===== src/rtl/mwm_pkg.sv =====
`default_nettype none

package mwm_pkg;

  localparam int FRACTION_BITS = 14;

  localparam int AXIS_W      = 16;
  localparam int TERM_W      = 17;
  localparam int WHEEL_W     = 18;
  localparam int WMAG_W      = 17;
  localparam int CMD_W       = 16;
  localparam int GAIN_W      = 16;
  localparam int LEVEL_W     = 15;
  localparam int CFG_W       = 16;
  localparam int REG_IDX_W   = 2;
  localparam int NUM_WHEELS  = 4;
  localparam int QUEUE_DEPTH = 2;

  localparam logic [REG_IDX_W-1:0] REG_DEADBAND    = 2'd0;
  localparam logic [REG_IDX_W-1:0] REG_RIGHT_GAIN  = 2'd1;
  localparam logic [REG_IDX_W-1:0] REG_PIVOT_SPEED = 2'd2;

  localparam logic [LEVEL_W-1:0] DEADBAND_RESET    = 15'd1638;
  localparam logic [GAIN_W-1:0]  RIGHT_GAIN_RESET  = 16'd64250;
  localparam logic [LEVEL_W-1:0] PIVOT_SPEED_RESET = 15'd11469;

  typedef enum logic [1:0] {
    MODE_MIX,
    MODE_PIVOT_NEG,
    MODE_PIVOT_POS
  } mode_t;

  typedef logic signed [WHEEL_W-1:0] wheel_t;

  typedef struct packed {
    mode_t                       mode;
    logic                        zero_enc;
    wheel_t [NUM_WHEELS-1:0]     wheel;
  } item_t;

  typedef struct packed {
    logic [LEVEL_W-1:0] deadband_level;
    logic [GAIN_W-1:0]  right_side_gain;
    logic [LEVEL_W-1:0] pivot_speed;
  } cfg_t;

endpackage

`default_nettype wire


===== src/rtl/mecanum_wheel_mixer_core.sv =====
// Mecanum wheel mixer: one control tick of stick axes and buttons in, four
// wheel motor commands (Q1.14) and an encoder-zero flag out.
// Input channel: in_valid / in_stall; an item transfers on a rising edge with
// in_valid high and in_stall low. Result channel: out_valid / out_stall, same
// rule. Exactly one result per input item, in order.
// Configuration: cfg_wr_en writes cfg_data into register cfg_index
// (0 deadband_level, 1 right_side_gain, 2 pivot_speed); write only when idle.
// A front stage registers the deadbanded drive terms and the half-speed state,
// then hands wheel sums to a two-entry queue. The back end scans for the peak
// magnitude, then per wheel runs a shared restoring divider (only when the
// peak exceeds one in mix mode) and, for the right-side wheels, the trim
// multiplier.
// The back end works on one item at a time; the front stage and the queue
// take further items while it is busy.
// Reset: synchronous, active low; half mode off, queue empty, registers at
// their defaults. When out_stall holds, the result stays put, the back end
// finishes one more item, and the queue fills before in_stall rises.
`default_nettype none

module mecanum_wheel_mixer_core #(
  parameter int FRACTION_BITS = mwm_pkg::FRACTION_BITS
) (
  input  wire logic                                clk,
  input  wire logic                                rst_n,
  input  wire logic                                cfg_wr_en,
  input  wire logic [mwm_pkg::REG_IDX_W-1:0]       cfg_index,
  input  wire logic [mwm_pkg::CFG_W-1:0]           cfg_data,
  input  wire logic                                in_valid,
  output logic                                     in_stall,
  input  wire logic signed [mwm_pkg::AXIS_W-1:0]   in_stick_forward,
  input  wire logic signed [mwm_pkg::AXIS_W-1:0]   in_stick_sideways,
  input  wire logic signed [mwm_pkg::AXIS_W-1:0]   in_throttle_axis,
  input  wire logic signed [mwm_pkg::AXIS_W-1:0]   in_twist_axis,
  input  wire logic                                in_half_speed_button,
  input  wire logic                                in_zero_encoders_button,
  input  wire logic                                in_pivot_left_button,
  input  wire logic                                in_pivot_right_button,
  output logic                                     out_valid,
  input  wire logic                                out_stall,
  output logic signed [mwm_pkg::CMD_W-1:0]         out_front_left_cmd,
  output logic signed [mwm_pkg::CMD_W-1:0]         out_front_right_cmd,
  output logic signed [mwm_pkg::CMD_W-1:0]         out_back_left_cmd,
  output logic signed [mwm_pkg::CMD_W-1:0]         out_back_right_cmd,
  output logic                                     out_zero_encoders
);

  mwm_pkg::cfg_t  cfg_r;
  logic           push;
  logic           full;
  logic           pop;
  logic           empty;
  mwm_pkg::item_t push_data;
  mwm_pkg::item_t head;

  always_ff @(posedge clk) begin
    if (!rst_n) begin
      cfg_r.deadband_level  <= mwm_pkg::DEADBAND_RESET;
      cfg_r.right_side_gain <= mwm_pkg::RIGHT_GAIN_RESET;
      cfg_r.pivot_speed     <= mwm_pkg::PIVOT_SPEED_RESET;
    end else if (cfg_wr_en) begin
      case (cfg_index)
        mwm_pkg::REG_DEADBAND:    cfg_r.deadband_level  <= cfg_data[mwm_pkg::LEVEL_W-1:0];
        mwm_pkg::REG_RIGHT_GAIN:  cfg_r.right_side_gain <= cfg_data[mwm_pkg::GAIN_W-1:0];
        mwm_pkg::REG_PIVOT_SPEED: cfg_r.pivot_speed     <= cfg_data[mwm_pkg::LEVEL_W-1:0];
        default: begin
        end
      endcase
    end
  end

  mwm_front u_front (
    .clk                    (clk),
    .rst_n                  (rst_n),
    .deadband_i             (cfg_r.deadband_level),
    .in_valid_i             (in_valid),
    .in_stall_o             (in_stall),
    .stick_forward_i        (in_stick_forward),
    .stick_sideways_i       (in_stick_sideways),
    .throttle_axis_i        (in_throttle_axis),
    .twist_axis_i           (in_twist_axis),
    .half_speed_button_i    (in_half_speed_button),
    .zero_encoders_button_i (in_zero_encoders_button),
    .pivot_left_button_i    (in_pivot_left_button),
    .pivot_right_button_i   (in_pivot_right_button),
    .push_o                 (push),
    .push_data_o            (push_data),
    .full_i                 (full)
  );

  mwm_queue u_queue (
    .clk         (clk),
    .rst_n       (rst_n),
    .push_i      (push),
    .push_data_i (push_data),
    .full_o      (full),
    .pop_i       (pop),
    .empty_o     (empty),
    .head_o      (head)
  );

  mwm_back #(
    .FRACTION_BITS (FRACTION_BITS)
  ) u_back (
    .clk               (clk),
    .rst_n             (rst_n),
    .cfg_i             (cfg_r),
    .empty_i           (empty),
    .head_i            (head),
    .pop_o             (pop),
    .out_valid_o       (out_valid),
    .out_stall_i       (out_stall),
    .front_left_cmd_o  (out_front_left_cmd),
    .front_right_cmd_o (out_front_right_cmd),
    .back_left_cmd_o   (out_back_left_cmd),
    .back_right_cmd_o  (out_back_right_cmd),
    .zero_encoders_o   (out_zero_encoders)
  );

endmodule

`default_nettype wire


===== src/rtl/mwm_front.sv =====
`default_nettype none

module mwm_front (
  input  wire logic                                 clk,
  input  wire logic                                 rst_n,
  input  wire logic [mwm_pkg::LEVEL_W-1:0]          deadband_i,
  input  wire logic                                 in_valid_i,
  output logic                                      in_stall_o,
  input  wire logic signed [mwm_pkg::AXIS_W-1:0]    stick_forward_i,
  input  wire logic signed [mwm_pkg::AXIS_W-1:0]    stick_sideways_i,
  input  wire logic signed [mwm_pkg::AXIS_W-1:0]    throttle_axis_i,
  input  wire logic signed [mwm_pkg::AXIS_W-1:0]    twist_axis_i,
  input  wire logic                                 half_speed_button_i,
  input  wire logic                                 zero_encoders_button_i,
  input  wire logic                                 pivot_left_button_i,
  input  wire logic                                 pivot_right_button_i,
  output logic                                      push_o,
  output mwm_pkg::item_t                            push_data_o,
  input  wire logic                                 full_i
);

  localparam int TW = mwm_pkg::TERM_W;
  localparam int WW = mwm_pkg::WHEEL_W;

  function automatic logic signed [TW-1:0] halve_term(input logic signed [TW-1:0] v,
                                                     input logic half);
    logic signed [TW-1:0] adj;
    adj = v + $signed({{(TW-1){1'b0}}, v[TW-1]});
    return half ? (adj >>> 1) : v;
  endfunction

  function automatic logic signed [TW-1:0] dead_term(input logic signed [TW-1:0] v,
                                                    input logic [mwm_pkg::LEVEL_W-1:0] lvl);
    logic [TW-1:0] m;
    m = v[TW-1] ? TW'(-v) : TW'(v);
    return (m < TW'(lvl)) ? '0 : v;
  endfunction

  logic                  s1_valid_r;
  logic                  half_mode_r;
  logic                  last_half_r;
  logic signed [TW-1:0]  y_r, x_r, r_r;
  mwm_pkg::mode_t        mode_r;
  logic                  zero_r;

  logic                  accept;
  logic                  half_now;
  logic signed [TW-1:0]  fwd_t, side_t, rot_t;
  logic signed [WW-1:0]  y_w, x_w, r_w;
  mwm_pkg::mode_t        mode_in;

  assign in_stall_o = s1_valid_r & full_i;
  assign push_o     = s1_valid_r & ~full_i;
  assign accept     = in_valid_i & ~in_stall_o;
  assign half_now   = half_mode_r ^ (half_speed_button_i & ~last_half_r);

  assign fwd_t  = TW'(stick_forward_i);
  assign side_t = -TW'(stick_sideways_i);
  assign rot_t  = TW'(twist_axis_i) - TW'(throttle_axis_i);

  always_comb begin
    if (pivot_left_button_i) begin
      mode_in = mwm_pkg::MODE_PIVOT_NEG;
    end else if (pivot_right_button_i) begin
      mode_in = mwm_pkg::MODE_PIVOT_POS;
    end else begin
      mode_in = mwm_pkg::MODE_MIX;
    end
  end

  always_ff @(posedge clk) begin
    if (!rst_n) begin
      s1_valid_r  <= 1'b0;
      half_mode_r <= 1'b0;
      last_half_r <= 1'b0;
    end else begin
      if (accept) begin
        s1_valid_r  <= 1'b1;
        half_mode_r <= half_now;
        last_half_r <= half_speed_button_i;
      end else if (push_o) begin
        s1_valid_r <= 1'b0;
      end
    end
    if (accept) begin
      y_r    <= dead_term(halve_term(fwd_t, half_now), deadband_i);
      x_r    <= dead_term(halve_term(side_t, half_now), deadband_i);
      r_r    <= dead_term(halve_term(rot_t, half_now), deadband_i);
      mode_r <= mode_in;
      zero_r <= zero_encoders_button_i;
    end
  end

  assign y_w = WW'(y_r);
  assign x_w = WW'(x_r);
  assign r_w = WW'(r_r);

  always_comb begin
    push_data_o.mode     = mode_r;
    push_data_o.zero_enc = zero_r;
    push_data_o.wheel[0] = x_w + y_w + r_w;
    push_data_o.wheel[1] = -x_w + y_w - r_w;
    push_data_o.wheel[2] = -x_w + y_w + r_w;
    push_data_o.wheel[3] = x_w + y_w - r_w;
  end

`ifndef SYNTHESIS
  a_half_toggle: assert property (@(posedge clk) disable iff (!rst_n)
    (accept && half_speed_button_i && !last_half_r) |=> (half_mode_r != $past(half_mode_r)))
    else $error("half mode did not toggle on button rising edge");
`endif

endmodule

`default_nettype wire


===== src/rtl/mwm_queue.sv =====
`default_nettype none

module mwm_queue (
  input  wire logic           clk,
  input  wire logic           rst_n,
  input  wire logic           push_i,
  input  wire mwm_pkg::item_t push_data_i,
  output logic                full_o,
  input  wire logic           pop_i,
  output logic                empty_o,
  output mwm_pkg::item_t      head_o
);

  localparam int DEPTH = mwm_pkg::QUEUE_DEPTH;
  localparam int PTR_W = (DEPTH > 1) ? $clog2(DEPTH) : 1;
  localparam int CNT_W = $clog2(DEPTH + 1);

  mwm_pkg::item_t      mem_r [DEPTH];
  logic [PTR_W-1:0]    wr_ptr_r, rd_ptr_r;
  logic [CNT_W-1:0]    count_r;

  assign full_o  = (count_r == CNT_W'(DEPTH));
  assign empty_o = (count_r == '0);
  assign head_o  = mem_r[rd_ptr_r];

  always_ff @(posedge clk) begin
    if (!rst_n) begin
      wr_ptr_r <= '0;
      rd_ptr_r <= '0;
      count_r  <= '0;
    end else begin
      if (push_i) begin
        wr_ptr_r <= (wr_ptr_r == PTR_W'(DEPTH - 1)) ? '0 : wr_ptr_r + 1'b1;
      end
      if (pop_i) begin
        rd_ptr_r <= (rd_ptr_r == PTR_W'(DEPTH - 1)) ? '0 : rd_ptr_r + 1'b1;
      end
      if (push_i && !pop_i) begin
        count_r <= count_r + 1'b1;
      end else if (pop_i && !push_i) begin
        count_r <= count_r - 1'b1;
      end
    end
    if (push_i) begin
      mem_r[wr_ptr_r] <= push_data_i;
    end
  end

`ifndef SYNTHESIS
  a_no_overflow: assert property (@(posedge clk) disable iff (!rst_n)
    push_i |-> !full_o)
    else $error("push into full queue");
  a_no_underflow: assert property (@(posedge clk) disable iff (!rst_n)
    pop_i |-> !empty_o)
    else $error("pop from empty queue");
`endif

endmodule

`default_nettype wire


===== src/rtl/mwm_back.sv =====
`default_nettype none

module mwm_back #(
  parameter int FRACTION_BITS = mwm_pkg::FRACTION_BITS
) (
  input  wire logic                                clk,
  input  wire logic                                rst_n,
  input  wire mwm_pkg::cfg_t                       cfg_i,
  input  wire logic                                empty_i,
  input  wire mwm_pkg::item_t                      head_i,
  output logic                                     pop_o,
  output logic                                     out_valid_o,
  input  wire logic                                out_stall_i,
  output logic signed [mwm_pkg::CMD_W-1:0]         front_left_cmd_o,
  output logic signed [mwm_pkg::CMD_W-1:0]         front_right_cmd_o,
  output logic signed [mwm_pkg::CMD_W-1:0]         back_left_cmd_o,
  output logic signed [mwm_pkg::CMD_W-1:0]         back_right_cmd_o,
  output logic                                     zero_encoders_o
);

  localparam int WW     = mwm_pkg::WHEEL_W;
  localparam int MW     = mwm_pkg::WMAG_W;
  localparam int CW     = mwm_pkg::CMD_W;
  localparam int GW     = mwm_pkg::GAIN_W;
  localparam int NW     = mwm_pkg::NUM_WHEELS;
  localparam int QW     = FRACTION_BITS + 1;
  localparam int MAG_W  = (QW > MW) ? QW : MW;
  localparam int CMP_W  = MAG_W + 1;
  localparam int PROD_W = MAG_W + GW;
  localparam int CNT_W  = $clog2(FRACTION_BITS + 1);
  localparam int IDX_W  = $clog2(NW);

  localparam logic [CMP_W-1:0] ONE_EXT   = CMP_W'(1) << FRACTION_BITS;
  localparam logic [MAG_W-1:0] POS_LIMIT = MAG_W'((1 << (CW - 1)) - 1);
  localparam logic [MAG_W-1:0] NEG_LIMIT = MAG_W'(1 << (CW - 1));
  localparam logic [CW-1:0]    CMD_MAX   = CW'((1 << (CW - 1)) - 1);
  localparam logic [CW-1:0]    CMD_MIN   = CW'(1 << (CW - 1));
  localparam logic [IDX_W-1:0] LAST_IDX  = IDX_W'(NW - 1);

  typedef enum logic [2:0] {
    S_IDLE,
    S_SCAN,
    S_PREP,
    S_DIV,
    S_MUL,
    S_WRITE,
    S_DONE
  } state_t;

  state_t              state_r, state_nxt;
  mwm_pkg::item_t      ent_r, ent_nxt;
  logic [IDX_W-1:0]    idx_r, idx_nxt;
  logic [MW-1:0]       mx_r, mx_nxt;
  logic                norm_r, norm_nxt;
  logic                neg_r, neg_nxt;
  logic [MW-1:0]       rem_r, rem_nxt;
  logic                mbit_r, mbit_nxt;
  logic [QW-1:0]       quo_r, quo_nxt;
  logic [CNT_W-1:0]    cnt_r, cnt_nxt;
  logic [MAG_W-1:0]    mag_r, mag_nxt;
  logic [MAG_W-1:0]    res_r, res_nxt;
  logic [CW-1:0]       cmd_r [NW];
  logic [CW-1:0]       cmd_nxt [NW];
  logic [CW-1:0]       out_cmd_r [NW];
  logic [CW-1:0]       out_cmd_nxt [NW];
  logic                out_zero_r, out_zero_nxt;
  logic                out_valid_r, out_valid_nxt;

  logic signed [WW-1:0] wheel_sel;
  logic                 w_neg;
  logic [MW-1:0]        w_mag;
  logic [MW-1:0]        mx_cand;
  logic                 div_bit;
  logic [MW:0]          trial;
  logic [MW:0]          diff;
  logic                 fits;
  logic [QW-1:0]        quo_shift;
  logic [PROD_W-1:0]    product;
  logic [MAG_W-1:0]     neg_mag;
  logic [CW-1:0]        sat_cmd;

  assign wheel_sel = $signed(ent_r.wheel[idx_r]);
  assign w_neg     = wheel_sel[WW-1];
  assign w_mag     = w_neg ? MW'(-wheel_sel) : MW'(wheel_sel);
  assign mx_cand   = (w_mag > mx_r) ? w_mag : mx_r;

  assign div_bit   = (cnt_r == CNT_W'(FRACTION_BITS)) ? mbit_r : 1'b0;
  assign trial     = {rem_r, div_bit};
  assign fits      = (trial >= {1'b0, mx_r});
  assign diff      = trial - {1'b0, mx_r};
  assign quo_shift = {quo_r[QW-2:0], fits};

  assign product   = mag_r * cfg_i.right_side_gain;

  assign neg_mag   = MAG_W'(0) - res_r;

  always_comb begin
    if (neg_r) begin
      sat_cmd = (res_r > NEG_LIMIT) ? CMD_MIN : neg_mag[CW-1:0];
    end else begin
      sat_cmd = (res_r > POS_LIMIT) ? CMD_MAX : res_r[CW-1:0];
    end
  end

  always_comb begin
    state_nxt     = state_r;
    ent_nxt       = ent_r;
    idx_nxt       = idx_r;
    mx_nxt        = mx_r;
    norm_nxt      = norm_r;
    neg_nxt       = neg_r;
    rem_nxt       = rem_r;
    mbit_nxt      = mbit_r;
    quo_nxt       = quo_r;
    cnt_nxt       = cnt_r;
    mag_nxt       = mag_r;
    res_nxt       = res_r;
    cmd_nxt       = cmd_r;
    out_cmd_nxt   = out_cmd_r;
    out_zero_nxt  = out_zero_r;
    out_valid_nxt = out_valid_r;
    pop_o         = 1'b0;

    if (out_valid_r && !out_stall_i) begin
      out_valid_nxt = 1'b0;
    end

    case (state_r)
      S_IDLE: begin
        if (!empty_i) begin
          pop_o     = 1'b1;
          ent_nxt   = head_i;
          idx_nxt   = '0;
          mx_nxt    = '0;
          state_nxt = S_SCAN;
        end
      end
      S_SCAN: begin
        mx_nxt = mx_cand;
        if (idx_r == LAST_IDX) begin
          idx_nxt   = '0;
          norm_nxt  = (ent_r.mode == mwm_pkg::MODE_MIX) && (CMP_W'(mx_cand) > ONE_EXT);
          state_nxt = S_PREP;
        end else begin
          idx_nxt = idx_r + 1'b1;
        end
      end
      S_PREP: begin
        case (ent_r.mode)
          mwm_pkg::MODE_MIX: begin
            neg_nxt = idx_r[0] ? w_neg : ~w_neg;
            if (norm_r) begin
              rem_nxt   = w_mag >> 1;
              mbit_nxt  = w_mag[0];
              quo_nxt   = '0;
              cnt_nxt   = CNT_W'(FRACTION_BITS);
              state_nxt = S_DIV;
            end else begin
              mag_nxt   = MAG_W'(w_mag);
              state_nxt = S_MUL;
            end
          end
          mwm_pkg::MODE_PIVOT_NEG, mwm_pkg::MODE_PIVOT_POS: begin
            neg_nxt   = (ent_r.mode == mwm_pkg::MODE_PIVOT_NEG) && idx_r[1];
            mag_nxt   = idx_r[1] ? MAG_W'(cfg_i.pivot_speed) : '0;
            state_nxt = S_MUL;
          end
          default: begin
            neg_nxt   = 1'b0;
            mag_nxt   = '0;
            state_nxt = S_MUL;
          end
        endcase
      end
      S_DIV: begin
        rem_nxt = fits ? diff[MW-1:0] : trial[MW-1:0];
        quo_nxt = quo_shift;
        if (cnt_r == '0) begin
          mag_nxt   = MAG_W'(quo_shift);
          state_nxt = S_MUL;
        end else begin
          cnt_nxt = cnt_r - 1'b1;
        end
      end
      S_MUL: begin
        res_nxt   = idx_r[0] ? product[PROD_W-1:GW] : mag_r;
        state_nxt = S_WRITE;
      end
      S_WRITE: begin
        cmd_nxt[idx_r] = sat_cmd;
        if (idx_r == LAST_IDX) begin
          state_nxt = S_DONE;
        end else begin
          idx_nxt   = idx_r + 1'b1;
          state_nxt = S_PREP;
        end
      end
      S_DONE: begin
        if (!out_valid_r || !out_stall_i) begin
          out_cmd_nxt   = cmd_r;
          out_zero_nxt  = ent_r.zero_enc;
          out_valid_nxt = 1'b1;
          state_nxt     = S_IDLE;
        end
      end
      default: begin
        state_nxt = S_IDLE;
      end
    endcase
  end

  always_ff @(posedge clk) begin
    if (!rst_n) begin
      state_r     <= S_IDLE;
      out_valid_r <= 1'b0;
    end else begin
      state_r     <= state_nxt;
      out_valid_r <= out_valid_nxt;
    end
    ent_r      <= ent_nxt;
    idx_r      <= idx_nxt;
    mx_r       <= mx_nxt;
    norm_r     <= norm_nxt;
    neg_r      <= neg_nxt;
    rem_r      <= rem_nxt;
    mbit_r     <= mbit_nxt;
    quo_r      <= quo_nxt;
    cnt_r      <= cnt_nxt;
    mag_r      <= mag_nxt;
    res_r      <= res_nxt;
    cmd_r      <= cmd_nxt;
    out_cmd_r  <= out_cmd_nxt;
    out_zero_r <= out_zero_nxt;
  end

  assign out_valid_o       = out_valid_r;
  assign front_left_cmd_o  = $signed(out_cmd_r[0]);
  assign front_right_cmd_o = $signed(out_cmd_r[1]);
  assign back_left_cmd_o   = $signed(out_cmd_r[2]);
  assign back_right_cmd_o  = $signed(out_cmd_r[3]);
  assign zero_encoders_o   = out_zero_r;

`ifndef SYNTHESIS
  a_div_only_when_norm: assert property (@(posedge clk) disable iff (!rst_n)
    (state_r == S_DIV) |-> (norm_r && ent_r.mode == mwm_pkg::MODE_MIX))
    else $error("divider running without normalization");
  a_wheel_in_range: assert property (@(posedge clk) disable iff (!rst_n)
    (state_r == S_MUL && ent_r.mode == mwm_pkg::MODE_MIX) |-> (CMP_W'(mag_r) <= ONE_EXT))
    else $error("normalized wheel magnitude exceeds one");
  a_result_from_done: assert property (@(posedge clk) disable iff (!rst_n)
    $rose(out_valid_r) |-> $past(state_r == S_DONE))
    else $error("result presented outside completion");
`endif

endmodule

`default_nettype wire


===== config.mk =====
export PLATFORM = sky130hd
export DESIGN_NAME = mecanum_wheel_mixer_core
export DESIGN_NICKNAME = d
export VERILOG_FILES = /design/src/rtl/mwm_pkg.sv /design/src/rtl/mecanum_wheel_mixer_core.sv /design/src/rtl/mwm_front.sv /design/src/rtl/mwm_queue.sv /design/src/rtl/mwm_back.sv
export SDC_FILE = /design/constraint.sdc
export NUM_CORES = 2
export LEC_CHECK = 0
export CELL_PAD_IN_SITES_DETAIL_PLACEMENT = 1
export CELL_PAD_IN_SITES_GLOBAL_PLACEMENT = 2
export CORE_ASPECT_RATIO = 0.7
export CORE_MARGIN = 3
export CORE_UTILIZATION = 40
export CTS_CLUSTER_SIZE = 20
export DETAILED_ROUTE_END_ITERATION = 8
export DONT_BUFFER_PORTS = 1
export GPL_ROUTABILITY_DRIVEN = 1
export MAX_ROUTING_LAYER = met4
export PLACE_DENSITY_LB_ADDON = 0.2
export REMOVE_ABC_BUFFERS = 1
export SLEW_MARGIN = 30
export SYNTH_ARGS = -nofsm -noshare
export SYNTH_HDL_FRONTEND = slang
export SYNTH_HIERARCHICAL = 1
export SYNTH_SLANG_ARGS = --single-unit

===== constraint.sdc =====
create_clock -name clk -period 12.2 [get_ports clk]
set_clock_uncertainty 0.05 [all_clocks]
set_input_delay 2.44 -clock clk [delete_from_list [all_inputs] [get_ports clk]]
set_output_delay 2.44 -clock clk [all_outputs]
set_load 0.01 [all_outputs]

* Word level (Yosys, flattened, before mapping) *
Memory sizes are Yosys's and may differ from the RTL's. A register that Yosys moved wholly into a read port is not among the register bits.
Cells that the tools add are included.

word-level totals
  memories = 1
  input port bits = 91
  register bits = 331
  output and inout bits = 67
  word-level logic and storage cells = 204
  bits in writable memories = 150

cells by class
  bitwise logic cells = 11
  multiply operators = 1
  reduce and logical (&&, ||, !) cells = 35
  $add $sub $neg = 24
  equality and inequality tests = 22
  mux-type cells = 64
  $lt $le $gt $ge = 11

memory list
  memory         words  width  read ports  clocked after memory_dff  write ports  RTL line         source
  u_queue.mem_r  2      75     1           1                         1            mwm_queue.sv:18  mwm_pkg::item_t mem_r [DEPTH];

operators by type and width
  operator                                                         count
  2-to-1 mux 17 bit                                                15
  one-hot mux 17 bit (2 select lines)                              4
  negator 17 bit                                                   4
  bitwise mux 64 bit                                               1
  2-to-1 mux 16 bit                                                4
  adder 18 x 17 -> 18 bit                                          3
  < comparator 17 x 15 -> 1 bit                                    3
  binary-select mux 18 bit (select 2 bit)                          1
  subtractor 18 x 17 -> 18 bit                                     2
  adder 17 x 2 -> 17 bit                                           2
  greater-than comparator 17 x 15 -> 1 bit, second input constant  2
  multiplier 17 x 16 -> 33 bit                                     1
  demux 16 bit (select 2 bit)                                      1
  2-to-1 mux 14 bit                                                2
  one-hot mux 14 bit (2 select lines)                              1
  2-to-1 mux 3 bit                                                 7
  one-hot mux 3 bit (7 select lines)                               1
  adder 17 x 17 -> 18 bit                                          1
  greater-or-equal comparator 18 x 17 -> 1 bit                     1
  2-to-1 mux 18 bit                                                1
  negator 17 -> 18 bit                                             1
  adder 16 x 2 -> 17 bit                                           1
  greater-than comparator 17 x 16 -> 1 bit, second input constant  1
  greater-than comparator 17 bit                                   1
  43 further kinds                                                 107

* Depth between registers and ports, before layout *
  depth after elaboration = 8
  depth in mapped cells = 29
  depth with buffers taken out = 28

* Hierarchy *
Netlist, hierarchy kept.

by module, submodules not included
  module                    times used  seq. area each (um^2)  area an instance (um^2)  cells each
  mwm_back                  1           8,938.6                21,409.3                 1,840
  mwm_front                 1           1,651.6                11,681.2                 1,481
  mwm_queue                 1           4,604.4                5,641.7                  255
  mecanum_wheel_mixer_core  1           920.9                  1,895.6                  190

* Worst setup path after synthesis *
Ideal clock, no wire load.

  path type = register to register
  start = register u_back.state_r[0]
  end = register u_queue.count_r[1]
  stages on the path, launching flop included = 7
  buffers on the path = 1
  period minus slack after synthesis = 9.359 ns
  library setup time = 0.070 ns
  required time = 12.080 ns
  data arrival time = 9.239 ns
  setup slack = 2.841 ns
  cell sequence = dfxtp_1 -> clkbuf_1 -> nor4_1 -> inv_1 -> ha_1 -> or3_1 -> a21boi_1

between the ends
  cells in the longest elaborated chain, start to end = 5
  elaborated cells on any way between the ends = 7
  those cells by class = 2 x mux; 5 x reduce/logical

ends and longest elaborated chain
  item                                                    RTL line                        source
  from (decl)                                             mwm_back.sv:50                  state_t state_r, state_nxt;
  from (signal assigned)                                  mwm_back.sv:217                 state_r <= state_nxt;
  zero test 3 bit *                                       mwm_back.sv:128                 case (state_r)
  2-to-1 mux 1 bit *                                      mwm_back.sv:128
  net pop                                                 mecanum_wheel_mixer_core.sv:50  logic pop;
  zero test 1 bit                                         mwm_queue.sv:38                 if (push_i && !pop_i) begin
  logical AND 1 bit                                       mwm_queue.sv:38
  2-to-1 mux 2 bit or nonzero test 2 bit (tied branches)  n/a
  to (signal assigned)                                    mwm_queue.sv:39                 count_r <= count_r + 1'b1;
  to (signal assigned)                                    mwm_queue.sv:41                 count_r <= count_r - 1'b1;
  to (decl)                                               mwm_queue.sv:20                 logic [CNT_W-1:0] count_r;

The timed path passes the listed nets; every way through them passes the cells marked *.
A chain may end at the register's enable or synchronous reset.

* Final worst setup path *
  start = input in_throttle_axis[13] (netlist bit)
  end = register u_front.r_r[10] (data pin)

between the ends
  cells in the longest elaborated chain, start to end = 6

ends and longest elaborated chain
  item                            RTL line                        source
  from (decl)                     mecanum_wheel_mixer_core.sv:32  input wire logic signed [mwm_pkg::AXIS_W-1:0] in_throttle_axis,
  subtractor 16 x 16 -> 17 bit *  mwm_front.sv:59                 assign rot_t = TW'(twist_axis_i) - TW'(throttle_axis_i);
  adder 17 x 2 -> 17 bit          mwm_front.sv:28                 adj = v + $signed({{(TW-1){1'b0}}, v[TW-1]});
  2-to-1 mux 17 bit *             mwm_front.sv:29                 return half ? (adj >>> 1) : v;
  negator 17 bit                  mwm_front.sv:35                 m = v[TW-1] ? TW'(-v) : TW'(v);
  2-to-1 mux 17 bit               mwm_front.sv:35
  < comparator 17 x 15 -> 1 bit   mwm_front.sv:36                 return (m < TW'(lvl)) ? '0 : v;
  to (signal assigned)            mwm_front.sv:88                 r_r <= dead_term(halve_term(rot_t, half_now), deadband_i);
  to (decl)                       mwm_front.sv:42                 logic signed [TW-1:0] y_r, x_r, r_r;

Every way passes the cells marked *; elsewhere a longest branch is shown, timed or not.

==> flow_summary.toml <==
[cts]
numCtsBuffers = 57
cts.sinks = 556
clkLatencyLatePin_ps = 650
path_clk_slew_ps = 70
htreeDepth = 2
cts_setup_buffers = 0
cts.root.buffer_cell = "clkbuf_16"
cts_resized = 0
hold_buffers = 0
tritoncts = "done"
clock_path_buffers = 3

[global_routing]
grt_max_degree = 81
grt_util_all_layers = 0.223
grt_pass1_vias = 28028
antenna_found_initial = 1
grt_overflow = 0
grt_first_pass_wirelength_microns = 177000

[finish]
fin_cells = 5123
register_area_sq_um = 16100
nets = 4361
design_area_sq_um = 44000
multi_input_area_sq_um = 22300
fill_cells = 10862
drive_gt1_frac = 0.0895
syn_to_final_growth_pct = 8.31

[synth]
syn-cell-area_sq_um = 40600
netlist_top_cells_count = "edfxtp_1, inv_1, nand2_1, ha_1, fa_1"
synth.area.top_cells = "edfxtp_1, fa_1, ha_1, inv_1, xnor2_1"
yosys_warnings = 6
ys_ff_latch = 556
async_reset_ff_frac = 0
ys.flop_type = "edfxtp_1"
yosysTopAreaCell = "edfxtp_1"
synth_edf_count = 498
avgSynthCellArea_sq_um = 10.8
synth.top_cell.area_share = 0.368
synth_cells = 3766
yosysSeqAreaShare = 0.397
synthMostInstantiatedCell = "edfxtp_1"
ys_types = 116

[critical_path]
arrival_ps = 8790
crit_slowest_cell = "nor3_4"
critPathMaxFanout = 17
crit_top_cell = "ha_1"
end_kind = "flip-flop"
crit_type = "in2reg"
start_kind = "input port"
cp.required_ps = 12470
cpPeakStageDelay_ps = 590

[placement]
gp_congestion = 0.849
port_buffers = 0
dp_hpwl_microns = 86600
placed_cell_area_sq_um = 42100
placed_cells = 5014

[floorplan]
core_sq_um = 100000
start_util = 0.405
die_w_microns = 387
rows = 97
io_pins = 158
die_area_sq_um = 105000
fp.dieH_microns = 273

[detailed_routing]
ant_nets = 0
first_pass_iters = 5
drc = 0
vias = 27605
drt-initial-drc-count = 2044
viasPerCell = 5.39
totalWireLength_microns = 115000
routedWlPerCell_microns = 22.4

[sta]
fmaxAchievable_mhz = 117
rsz0062_at_grt = "false"
tightest_slew_ps = 1030
setup_tns_ps = 0
maxSlewViolCount = 0
setup_viol = 0
slew_headroom = 0.311
period_share = 0.698
hold_viol = 0
fin_crit_ps = 8520

[job]
cap_violations = 0

[run_status]
run_status = "complete, no violations"

[min_path]
hold_path_class = "reg2reg"
-- cell type report --
| type | instances | share of cell area |
|---|---|---|
| diodes | 1 | 0.0000569 |
| clock buffers | 65 | 0.0331 |
| clock inverters | 41 | 0.00842 |
| inverters | 442 | 0.0377 |
| multi-input cells | 2634 | 0.507 |
| flip-flops and latches | 556 | 0.366 |
| well taps | 1336 | 0.0380 |
| repair buffers | 48 | 0.00887 |
-- registers in the layout, indices dropped and copies added, names as in the netlist, 2 cells and up, named ones only --
| name | cells |
|---|---|
| u_queue/mem_r | 150 |
| u_front/y_r | 16 |
| u_back/quo_r | 14 |
| u_back/rem_r | 17 |
| u_queue/count_r | 2 |
| u_back/back_right_cmd_o | 16 |
| u_front/r_r | 17 |
| u_back/mag_r | 17 |
| u_back/res_r | 17 |
| cfg_r | 46 |
| u_back/front_right_cmd_o | 16 |
| u_back/cnt_r | 4 |
| u_back/ent_r | 75 |
| u_back/state_r | 3 |
| u_front/x_r | 17 |
| u_back/front_left_cmd_o | 16 |
| u_back/cmd_r | 64 |
| u_back/mx_r | 17 |
| u_back/idx_r | 2 |
| u_back/back_left_cmd_o | 16 |
| u_front/mode_r | 2 |
-- critical path: cells and delay by family --
kind,cells,cell delay (ps)
buffers and inverters,2,290
and+or+nand+nor,6,1630
xor gates and xnor gates,1,190
muxes,1,220
AOI/OAI and AO/OA,13,3130
adders and majority gates,3,840
-- placed cells by master, fill, tap and decap left out, types with 44 or more instances in the layout --
cell type and count:
nand2_1 337, xor2_1 64, o21ai_0 103, nor3_1 56
mux2i_1 76, edfxtp_1 498, and2_1 147, nand3_1 44
ha_1 316, xnor2_1 145, nor2_1 180, fa_1 215
clkbuf_16 57, dfxtp_1 55, mux2_2 88, a21oi_1 175
nor2b_1 59, inv_1 437, a31oi_1 45
-- kinds of logic (layout without fill, tap and decap cells) --
logic type	Yosys count	count (layout)	synth area share
fa+ha+maj	531	531	0.203
mux	186	186	0.0541
compound gates	656	656	0.109
buf+inv	576	596	0.0577
other cells	0	1	0
flops	556	556	0.397
simple gates	1047	1047	0.133
xor+xnor	214	214	0.0468
-- per-layer routing --
metal,up-vias,share of wire,track usage,wire [microns]
met5,-,0,-,0
met4,0,0.012,0.0318,1420
met3,90,0.053,0.0334,6050
met2,564,0.39,0.294,44700
met1,13797,0.54,0.361,62400
li1,13154,-,-,-
-- worst paths after layout --
check                                  from                                   end  slack [ps]  cells after the start
setup / recovery       in_throttle_axis[13]         u_front/r_r[10]$_SDFFCE_PN0P_        3680                     26
hold / removal    u_back/cmd_r[9]$_DFFE_PP_  u_back/back_right_cmd_o[9]$_DFFE_PP_         370                      0
setup reg to reg  u_back/mag_r[5]$_DFFE_PP_            u_back/res_r[12]$_DFFE_PP_        4190                     21
hold reg to reg   u_back/cmd_r[9]$_DFFE_PP_  u_back/back_right_cmd_o[9]$_DFFE_PP_         370                      0
-- per-stage QoR --
step                      hold WS [ps]  setup slack [ps]   util
after floorplan                    350              2900      -
after global placement             351              3040  0.419
after global routing               376              3230  0.438
after CTS                          369              3860  0.437
after detailed placement           355              3210  0.419
final                              365              3680  0.438
Power is left out: the tool's default activity adds up to more than one toggle a clock period on the data nets, which glitch-free logic cannot reach.
